### config.mk
export PLATFORM = sky130hd
export DESIGN_NAME = joint_pd_drive_with_deadband_core
export DESIGN_NICKNAME = d
export VERILOG_FILES = /design/src/rtl/jpd_pkg.sv /design/src/rtl/jpd_ram.sv /design/src/rtl/joint_pd_drive_with_deadband_core.sv
export SDC_FILE = /design/constraint.sdc
export NUM_CORES = 2
export LEC_CHECK = 0
export ABC_AREA = 1
export BUFFER_PORTS_ARGS = -buffer_cell sky130_fd_sc_hd__clkbuf_2
export CAP_MARGIN = 5
export CORE_MARGIN = 3
export CORE_UTILIZATION = 25
export CTS_CLUSTER_SIZE = 25
export DETAILED_ROUTE_END_ITERATION = 8
export GPL_ROUTABILITY_DRIVEN = 0
export PLACE_DENSITY = 0.46
export SKIP_CTS_REPAIR_TIMING = 1
export SLEW_MARGIN = 30
export SYNTH_ARGS = -nofsm -noshare
export SYNTH_HDL_FRONTEND = slang
export SYNTH_HIERARCHICAL = 1
export SYNTH_SLANG_ARGS = --single-unit
export TNS_END_PERCENT = 5
### constraint.sdc
create_clock -name clk -period 15.93 [get_ports clk]
set_input_delay 0.7965 -clock clk [delete_from_list [all_inputs] [get_ports clk]]
set_output_delay 0.7965 -clock clk [all_outputs]
set_load 0.005 [all_outputs]
### src/rtl/jpd_pkg.sv
`timescale 1ns / 1ps

package jpd_pkg;

  // configuration register indexes
  localparam logic [2:0] CFG_DEADBAND    = 3'd0;
  localparam logic [2:0] CFG_PROP_GAIN   = 3'd1;
  localparam logic [2:0] CFG_DERIV_GAIN  = 3'd2;
  localparam logic [2:0] CFG_MIN_DRIVE   = 3'd3;
  localparam logic [2:0] CFG_PWM_PERIOD  = 3'd4;
  localparam logic [2:0] CFG_INVERT_MASK = 3'd5;

  // register widths
  localparam int DEADBAND_W = 15;
  localparam int GAIN_W     = 8;
  localparam int DRIVE_W    = 16;
  localparam int PERIOD_W   = 16;
  localparam int MASK_W     = 4;
  localparam int CFG_W      = 16;

  // register reset values
  localparam logic [DEADBAND_W-1:0] DEADBAND_RST    = 15'd128;
  localparam logic [GAIN_W-1:0]     PROP_GAIN_RST   = 8'd30;
  localparam logic [GAIN_W-1:0]     DERIV_GAIN_RST  = 8'd20;
  localparam logic [DRIVE_W-1:0]    MIN_DRIVE_RST   = 16'd800;
  localparam logic [PERIOD_W-1:0]   PWM_PERIOD_RST  = 16'd4096;
  localparam logic [MASK_W-1:0]     INVERT_MASK_RST = 4'd3;

  // word fields
  localparam int MOTOR_W  = 2;
  localparam int ANGLE_W  = 17;
  localparam int TARGET_W = 16;

  // angle constants in whole degrees
  localparam int HALF_TURN_DEG = 180;
  localparam int FULL_TURN_DEG = 360;

  // error width covering every wrap for frac bits up to 10
  localparam int ERR_W = 20;

endpackage

### src/rtl/jpd_ram.sv
`timescale 1ns / 1ps

module jpd_ram #(
  parameter int WIDTH = 20,
  parameter int DEPTH = 4,
  localparam int AW = (DEPTH > 1) ? $clog2(DEPTH) : 1
) (
  input  logic             clk,
  input  logic             wr_en,
  input  logic [AW-1:0]    wr_addr,
  input  logic [WIDTH-1:0] wr_data,
  input  logic             rd_en,
  input  logic [AW-1:0]    rd_addr,
  output logic [WIDTH-1:0] rd_data
);

  logic [WIDTH-1:0] mem [DEPTH];

  // write port
  always_ff @(posedge clk) begin
    if (wr_en) begin
      mem[wr_addr] <= wr_data;
    end
  end

  // registered read, old data on a same-cycle write
  always_ff @(posedge clk) begin
    if (rd_en) begin
      rd_data <= mem[rd_addr];
    end
  end

endmodule

### src/rtl/joint_pd_drive_with_deadband_core.sv
`timescale 1ns / 1ps

// channel | dir | handshake              | payload (lowest bit first)
// in      | in  | in_tvalid / in_tready  | tuser: motor_index[1:0]
//         |     |                        | tdata: measured_angle[16:0], target_angle[32:17]
// out     | out | out_tvalid / out_tready| tuser: motor_out[1:0], arrived[2]
//         |     |                        | tdata: duty_value[15:0]
// cfg     | in  | cfg_wr_en              | cfg_index[2:0], cfg_data[15:0]
//
// one word per cycle without back-pressure; registers: stage 1, stage 2, output
// stages: error + last-error read, two gain multiplies, clamp and saturate
// last_error lives in a one-port-read RAM; a same-motor word right behind takes
// the forwarded error; per-motor valid bits make unwritten entries read as zero
// synchronous active-low reset loads config reset values, clears valid bits and the pipeline
// each stage holds only when the one after it is full and stalled

module joint_pd_drive_with_deadband_core #(
  parameter int MOTOR_COUNT     = 4,
  parameter int ANGLE_FRAC_BITS = 7
) (
  input  logic        clk,
  input  logic        rst_n,
  // input words
  input  logic        in_tvalid,
  output logic        in_tready,
  input  logic [39:0] in_tdata,   // measured_angle[16:0], target_angle[32:17], zero pad
  input  logic [1:0]  in_tuser,   // motor_index[1:0]
  // result words
  output logic        out_tvalid,
  input  logic        out_tready,
  output logic [15:0] out_tdata,  // duty_value[15:0]
  output logic [2:0]  out_tuser,  // motor_out[1:0], arrived[2]
  // configuration writes
  input  logic        cfg_wr_en,
  input  logic [2:0]  cfg_index,
  input  logic [15:0] cfg_data
);

  localparam int ERR_W  = jpd_pkg::ERR_W;
  localparam int AW     = (MOTOR_COUNT > 1) ? $clog2(MOTOR_COUNT) : 1;
  localparam int P_W    = ERR_W + jpd_pkg::GAIN_W + 1;
  localparam int D_W    = ERR_W + jpd_pkg::GAIN_W + 2;
  localparam int PD_W   = D_W + 1;
  localparam int HALF_TURN_I = jpd_pkg::HALF_TURN_DEG * (1 << ANGLE_FRAC_BITS);
  localparam int FULL_TURN_I = jpd_pkg::FULL_TURN_DEG * (1 << ANGLE_FRAC_BITS);
  localparam logic signed [ERR_W-1:0] HALF_TURN = ERR_W'(HALF_TURN_I);
  localparam logic signed [ERR_W-1:0] FULL_TURN = ERR_W'(FULL_TURN_I);

  // configuration registers
  logic [jpd_pkg::DEADBAND_W-1:0] deadband_r;
  logic [jpd_pkg::GAIN_W-1:0]     prop_gain_r;
  logic [jpd_pkg::GAIN_W-1:0]     deriv_gain_r;
  logic [jpd_pkg::DRIVE_W-1:0]    min_drive_r;
  logic [jpd_pkg::PERIOD_W-1:0]   pwm_period_r;
  logic [jpd_pkg::MASK_W-1:0]     invert_mask_r;

  always_ff @(posedge clk) begin
    if (!rst_n) begin
      deadband_r    <= jpd_pkg::DEADBAND_RST;
      prop_gain_r   <= jpd_pkg::PROP_GAIN_RST;
      deriv_gain_r  <= jpd_pkg::DERIV_GAIN_RST;
      min_drive_r   <= jpd_pkg::MIN_DRIVE_RST;
      pwm_period_r  <= jpd_pkg::PWM_PERIOD_RST;
      invert_mask_r <= jpd_pkg::INVERT_MASK_RST;
    end else if (cfg_wr_en) begin
      case (cfg_index)
        jpd_pkg::CFG_DEADBAND:    deadband_r    <= cfg_data[jpd_pkg::DEADBAND_W-1:0];
        jpd_pkg::CFG_PROP_GAIN:   prop_gain_r   <= cfg_data[jpd_pkg::GAIN_W-1:0];
        jpd_pkg::CFG_DERIV_GAIN:  deriv_gain_r  <= cfg_data[jpd_pkg::GAIN_W-1:0];
        jpd_pkg::CFG_MIN_DRIVE:   min_drive_r   <= cfg_data[jpd_pkg::DRIVE_W-1:0];
        jpd_pkg::CFG_PWM_PERIOD:  pwm_period_r  <= cfg_data[jpd_pkg::PERIOD_W-1:0];
        jpd_pkg::CFG_INVERT_MASK: invert_mask_r <= cfg_data[jpd_pkg::MASK_W-1:0];
        default: ;
      endcase
    end
  end

  // pipeline flow control
  logic s1_v_r, s2_v_r, out_v_r;
  logic adv_out, adv2, adv1, in_acc;

  assign adv_out   = !out_v_r || out_tready;
  assign adv2      = !s2_v_r || adv_out;
  assign adv1      = !s1_v_r || adv2;
  assign in_tready = adv1;
  assign in_acc    = in_tvalid && adv1;

  // input decode, wrap and error
  logic [jpd_pkg::MOTOR_W-1:0] in_motor;
  logic signed [ERR_W-1:0]     q_ext, q_wrap, tgt_ext, e_raw, e_in;
  logic                        in_inr;
  logic [AW-1:0]               in_addr;

  assign in_motor = in_tuser;
  assign q_ext    = {{(ERR_W-jpd_pkg::ANGLE_W){in_tdata[16]}}, in_tdata[16:0]};
  assign tgt_ext  = {{(ERR_W-jpd_pkg::TARGET_W){in_tdata[32]}}, in_tdata[32:17]};
  assign in_inr   = (32'(in_motor) < 32'(MOTOR_COUNT));
  assign in_addr  = AW'(in_motor);

  always_comb begin
    if (q_ext > HALF_TURN) begin
      q_wrap = q_ext - FULL_TURN;
    end else if (q_ext < -HALF_TURN) begin
      q_wrap = q_ext + FULL_TURN;
    end else begin
      q_wrap = q_ext;
    end
    e_raw = tgt_ext - q_wrap;
    e_in  = invert_mask_r[in_motor] ? -e_raw : e_raw;
  end

  // last_error store
  logic                    wr_en;
  logic [AW-1:0]           s1_addr;
  logic [ERR_W-1:0]        ram_q;
  logic [MOTOR_COUNT-1:0]  vld_r;
  logic [jpd_pkg::MOTOR_W-1:0] s1_motor_r;
  logic signed [ERR_W-1:0] s1_e_r;
  logic                    s1_inr_r;
  logic                    fwd_hit_r, fwd_hit_nxt;
  logic signed [ERR_W-1:0] fwd_e_r;

  assign s1_addr = AW'(s1_motor_r);
  assign wr_en   = s1_v_r && adv2 && s1_inr_r;

  jpd_ram #(
    .WIDTH (ERR_W),
    .DEPTH (MOTOR_COUNT)
  ) u_last_err (
    .clk     (clk),
    .wr_en   (wr_en),
    .wr_addr (s1_addr),
    .wr_data (s1_e_r),
    .rd_en   (in_acc),
    .rd_addr (in_addr),
    .rd_data (ram_q)
  );

  // entries written since reset
  always_ff @(posedge clk) begin
    if (!rst_n) begin
      vld_r <= '0;
    end else if (wr_en) begin
      vld_r[s1_addr] <= 1'b1;
    end
  end

  // forward the error written in the same cycle as the read
  assign fwd_hit_nxt = wr_en && in_inr && (s1_addr == in_addr);

  always_ff @(posedge clk) begin
    if (in_acc) begin
      fwd_hit_r <= fwd_hit_nxt;
      fwd_e_r   <= s1_e_r;
    end
  end

  // stage 1: error held, previous error picked
  always_ff @(posedge clk) begin
    if (!rst_n) begin
      s1_v_r <= 1'b0;
    end else if (adv1) begin
      s1_v_r <= in_tvalid;
    end
  end

  always_ff @(posedge clk) begin
    if (in_acc) begin
      s1_motor_r <= in_motor;
      s1_e_r     <= e_in;
      s1_inr_r   <= in_inr;
    end
  end

  logic signed [ERR_W-1:0] prev_e, db_ext;
  logic signed [ERR_W:0]   diff;
  logic signed [P_W-1:0]   p_prod;
  logic signed [D_W-1:0]   d_prod;
  logic                    s1_inside, s1_neg;

  always_comb begin
    if (!s1_inr_r) begin
      prev_e = '0;
    end else if (fwd_hit_r) begin
      prev_e = fwd_e_r;
    end else if (vld_r[s1_addr]) begin
      prev_e = $signed(ram_q);
    end else begin
      prev_e = '0;
    end
    diff   = {s1_e_r[ERR_W-1], s1_e_r} - {prev_e[ERR_W-1], prev_e};
    p_prod = P_W'($signed({1'b0, prop_gain_r})) * P_W'(s1_e_r);
    d_prod = D_W'($signed({1'b0, deriv_gain_r})) * D_W'(diff);
  end

  // deadband compare
  assign db_ext    = $signed({{(ERR_W-jpd_pkg::DEADBAND_W){1'b0}}, deadband_r});
  assign s1_inside = (s1_e_r > -db_ext) && (s1_e_r < db_ext);
  assign s1_neg    = (s1_e_r <= -db_ext);

  // stage 2: products registered
  logic [jpd_pkg::MOTOR_W-1:0] s2_motor_r;
  logic                        s2_inside_r, s2_neg_r;
  logic signed [P_W-1:0]       s2_p_r;
  logic signed [D_W-1:0]       s2_d_r;

  always_ff @(posedge clk) begin
    if (!rst_n) begin
      s2_v_r <= 1'b0;
    end else if (adv2) begin
      s2_v_r <= s1_v_r;
    end
  end

  always_ff @(posedge clk) begin
    if (adv2 && s1_v_r) begin
      s2_motor_r  <= s1_motor_r;
      s2_inside_r <= s1_inside;
      s2_neg_r    <= s1_neg;
      s2_p_r      <= p_prod;
      s2_d_r      <= d_prod;
    end
  end

  // sum, floor shift, minimum drive, duty and saturation
  logic signed [PD_W-1:0] pd_sum, pd_sh, pd_clamp, md_ext, half_ext, per_ext;
  logic signed [PD_W:0]   duty_full;
  logic [jpd_pkg::PERIOD_W-1:0] duty_nxt;

  assign md_ext   = $signed({{(PD_W-jpd_pkg::DRIVE_W){1'b0}}, min_drive_r});
  assign half_ext = $signed({{(PD_W-jpd_pkg::PERIOD_W+1){1'b0}},
                             pwm_period_r[jpd_pkg::PERIOD_W-1:1]});
  assign per_ext  = $signed({{(PD_W-jpd_pkg::PERIOD_W){1'b0}}, pwm_period_r});

  always_comb begin
    pd_sum = {{(PD_W-P_W){s2_p_r[P_W-1]}}, s2_p_r} + {s2_d_r[D_W-1], s2_d_r};
    pd_sh  = pd_sum >>> ANGLE_FRAC_BITS;
    if (s2_neg_r) begin
      pd_clamp = (pd_sh > -md_ext) ? -md_ext : pd_sh;
    end else begin
      pd_clamp = (pd_sh < md_ext) ? md_ext : pd_sh;
    end
    duty_full = {half_ext[PD_W-1], half_ext} - {pd_clamp[PD_W-1], pd_clamp};
    if (s2_inside_r) begin
      duty_nxt = pwm_period_r >> 1;
    end else if (duty_full < 0) begin
      duty_nxt = '0;
    end else if (duty_full > {per_ext[PD_W-1], per_ext}) begin
      duty_nxt = pwm_period_r;
    end else begin
      duty_nxt = duty_full[jpd_pkg::PERIOD_W-1:0];
    end
  end

  // output register
  logic [jpd_pkg::MOTOR_W-1:0]  out_motor_r;
  logic                         out_arr_r;
  logic [jpd_pkg::PERIOD_W-1:0] out_duty_r;

  always_ff @(posedge clk) begin
    if (!rst_n) begin
      out_v_r <= 1'b0;
    end else if (adv_out) begin
      out_v_r <= s2_v_r;
    end
  end

  always_ff @(posedge clk) begin
    if (adv_out && s2_v_r) begin
      out_motor_r <= s2_motor_r;
      out_arr_r   <= s2_inside_r;
      out_duty_r  <= duty_nxt;
    end
  end

  assign out_tvalid = out_v_r;
  assign out_tdata  = out_duty_r;
  assign out_tuser  = {out_arr_r, out_motor_r};

  // checks
  a_duty_range: assert property (@(posedge clk) disable iff (!rst_n)
    out_tvalid |-> (out_tdata <= pwm_period_r))
    else $error("duty above period");

  a_arrived_half: assert property (@(posedge clk) disable iff (!rst_n)
    (out_tvalid && out_tuser[2]) |-> (out_tdata == (pwm_period_r >> 1)))
    else $error("arrived word without half period");

  a_write_when_moving: assert property (@(posedge clk) disable iff (!rst_n)
    wr_en |-> (s1_v_r && s1_inr_r && (!s2_v_r || adv_out)))
    else $error("last_error written by a held or empty stage");

  a_stall_full: assert property (@(posedge clk) disable iff (!rst_n)
    !in_tready |-> (s1_v_r && s2_v_r && out_v_r && !out_tready))
    else $error("input stalled with room in the pipeline");

endmodule
==> results.cfg <==
[worst_hold_path]
min_to = out_motor_r[1]$_DFFE_PP_
hp-class = flop to flop
min_from = s2_motor_r[1]$_DFFE_PP_
min_path_cells = 0

[critical_path]
r2r.worst_path.cells = 45
critPathLaunchType = flop
end_kind = flop
required_ps = 16210
worst-r2r-setup-slack_ps = 6020
slowest_delay_ps = 570
reg2reg_from = s2_p_r[3]$_DFFE_PP_
timing.rr.end = out_tdata[10]$_DFFE_PP_
crit_fanout = 22
critical_path_arrival_ps = 10190
crit_top_cell = nand3_1
crit_type = flop to flop
cpMaxStageDelayCell = ha_1

[floorplan]
start_util_pct = 25.39
die_area_um2 = 124900
placementRows = 126
die-width_um = 353.5
io_pins = 87
core_area_um2 = 118900
fp.dieH_um = 353.5

[logic_synthesis]
yosysSeqAreaShare_pct = 27.29
ys_seq_elements = 299
synth_fp_nets = 4306
yosys_warnings = 6
synth_area_um2 = 30190
synth_edf_count = 225
synthArstFlopShare_pct = 0
synth_ff_type = edfxtp_1
avgSynthCellArea_um2 = 8.209
synth_cells = 3677
yosysUniqueCellTypes = 64

[final_layout]
layout_commonest_cell = inv_1
post-route-util_pct = 28.35
multi_input_area_um2 = 18490
final_cell_mix = inv_1, nand2_1, ha_1
fillCellCount = 12910
seqCellArea_um2 = 8242
drive_gt1_share_pct = 6.651
n_antenna_cell = 0
syn2layout_area_growth_pct = 11.66
layout.nets = 4360

[clocking]
cts.clk_slew.worst_paths_ps = 60
clk_latency_ps = 580
htreeDepth = 2
clockBufferDepth = 3
cts_root_buf = clkbuf_16
cts-buffers-inserted = 38
clock-sinks = 299
tritoncts = done

[detailed_routing]
wl_per_cell_um = 15.45
routed_wl_mm = 82.79
vias = 23210
drtAntennaViolNets = 0
route.detailed.drc = 0
first_pass_iters = 6
drt-vias-per-instance = 4.331
drt_iter0_drc = 1103

[place]
dp_hpwl_mm = 64.20
port_buffers = 79

[global_route]
grt.total_usage_pct = 13.36
grt_pass1_vias = 23650
grt_overflow_total = 0
grt_max_degree = 68
grt_antenna_before_repair = 0
grt_pass1_wl_mm = 133.2

[outcome]
status = completed

[sta]
worst_pin_slew_ps = 1016
max_freq_mhz = 100.9
rsz0062_at_grt = no
fin_crit_ps = 9913
fin_worst_skew_ps = 26.14
finalMaxSlewViolations = 0
fin_setup_tns_ps = 0
period_share_pct = 62.23
hold_viol = 0
fin_hold_ws_ps = 443.0
max_slew_margin_pct = 32.27
finalSetupViolCount = 0

[run]
drv.max_cap_violation_count = 0
cell type report:
class / instances / share of cell area (%)
Tap cell: 1600 / 5.940
Clock inverter: 19 / 0.6868
Clock buffer: 49 / 3.096
Timing Repair Buffer: 120 / 2.086
Sequential cell: 299 / 24.45
Multi-Input combinational cell: 2475 / 54.85
Inverter: 797 / 8.884
cell usage after synthesis (9+ instances only):
library cell	count	area share, %
o21bai_1	14	0.35
nand4_1	36	0.75
clkbuf_1	71	0.88
fa_1	261	17
edfxtp_1	225	22
o211ai_1	9	0.22
nand3_1	153	2.5
dfxtp_1	74	4.9
nand2_1	726	9.0
o21a_1	11	0.27
xnor2_1	40	1.2
xor2_1	127	3.7
nor3_1	23	0.38
nand2_2	10	0.21
o21ai_0	137	2.3
a21oi_1	264	4.4
ha_1	302	13
o221ai_1	9	0.26
nor2_1	252	3.1
a31oi_1	11	0.23
inv_1	782	9.7
inv_2	12	0.15
clkbuf_2	14	0.23
logic make-up (layout without fill, tap and decap cells):
group / Yosys count / in the layout / synth area share, %
and+or+nand+nor: 1243 / 1243 / 17.24
adders and majority gates: 563 / 563 / 29.83
AOI/OAI and AO/OA: 502 / 502 / 9.235
buffers and inverters: 903 / 985 / 11.56
xor gates and xnor gates: 167 / 167 / 4.846
DFF: 299 / 299 / 27.29
metrics by stage:
stage | area [um2] | setup slack, ps | cells
after floorplan | 30190 | 8016 | 3677
after global placement | 32420 | 5911 | 5291
after detailed placement | 32420 | 5941 | 5291
after CTS | 33690 | 5916 | 5359
after global routing | 33700 | 5037 | 5359
final | 33700 | 6017 | 5359
metal layers:
layer | global-route usage (%) | vias to the layer above | routed length, um
met4 | 2.891 | 0 | 1633
met5 | 0 | - | 0
met2 | 22.32 | 354 | 37690
met1 | 18.62 | 11050 | 40480
met3 | 1.417 | 78 | 2981
li1 | - | 11730 | -
registers in the layout (all words and copies together), names as in the netlist, 4 cells and up:
| signal | count |
|---|---|
| deadband_r | 15 |
| deriv_gain_r | 8 |
| fwd_e_r | 20 |
| invert_mask_r | 4 |
| min_drive_r | 16 |
| out_tdata | 16 |
| prop_gain_r | 8 |
| pwm_period_r | 16 |
| s1_e_r | 20 |
| s2_d_r | 30 |
| s2_p_r | 29 |
| u_last_err/mem | 80 |
| u_last_err/rd_data | 20 |
| vld_r | 4 |
worst max path at each step:
stage	startpoint	to	slack [ps]
global route	s2_p_r[3]$_DFFE_PP_	out_tdata[10]$_DFFE_PP_	5040
finish	s2_p_r[3]$_DFFE_PP_	out_tdata[10]$_DFFE_PP_	6020
floorplan	s2_p_r[7]$_DFFE_PP_	out_tdata[5]$_DFFE_PP_	8020
CTS	s2_p_r[3]$_DFFE_PP_	out_tdata[10]$_DFFE_PP_	5920
detailed placement	s2_p_r[1]$_DFFE_PP_	out_tdata[10]$_DFFE_PP_	5940
global placement	s2_p_r[3]$_DFFE_PP_	out_tdata[10]$_DFFE_PP_	5910
worst max-delay path, delay by kind of cell, from the launching register on:
kind                       cells  cell delay (ps)
and+or+nand+nor               19             2400
xor gates and xnor gates       2              510
adders and majority gates      5             1810
buffers and inverters          3              600
DFF                            1              390
AOI/OAI and AO/OA             16             3870
Power is not shown: default switching activity piles up to over one toggle a cycle in this logic, so the estimate is an artifact.
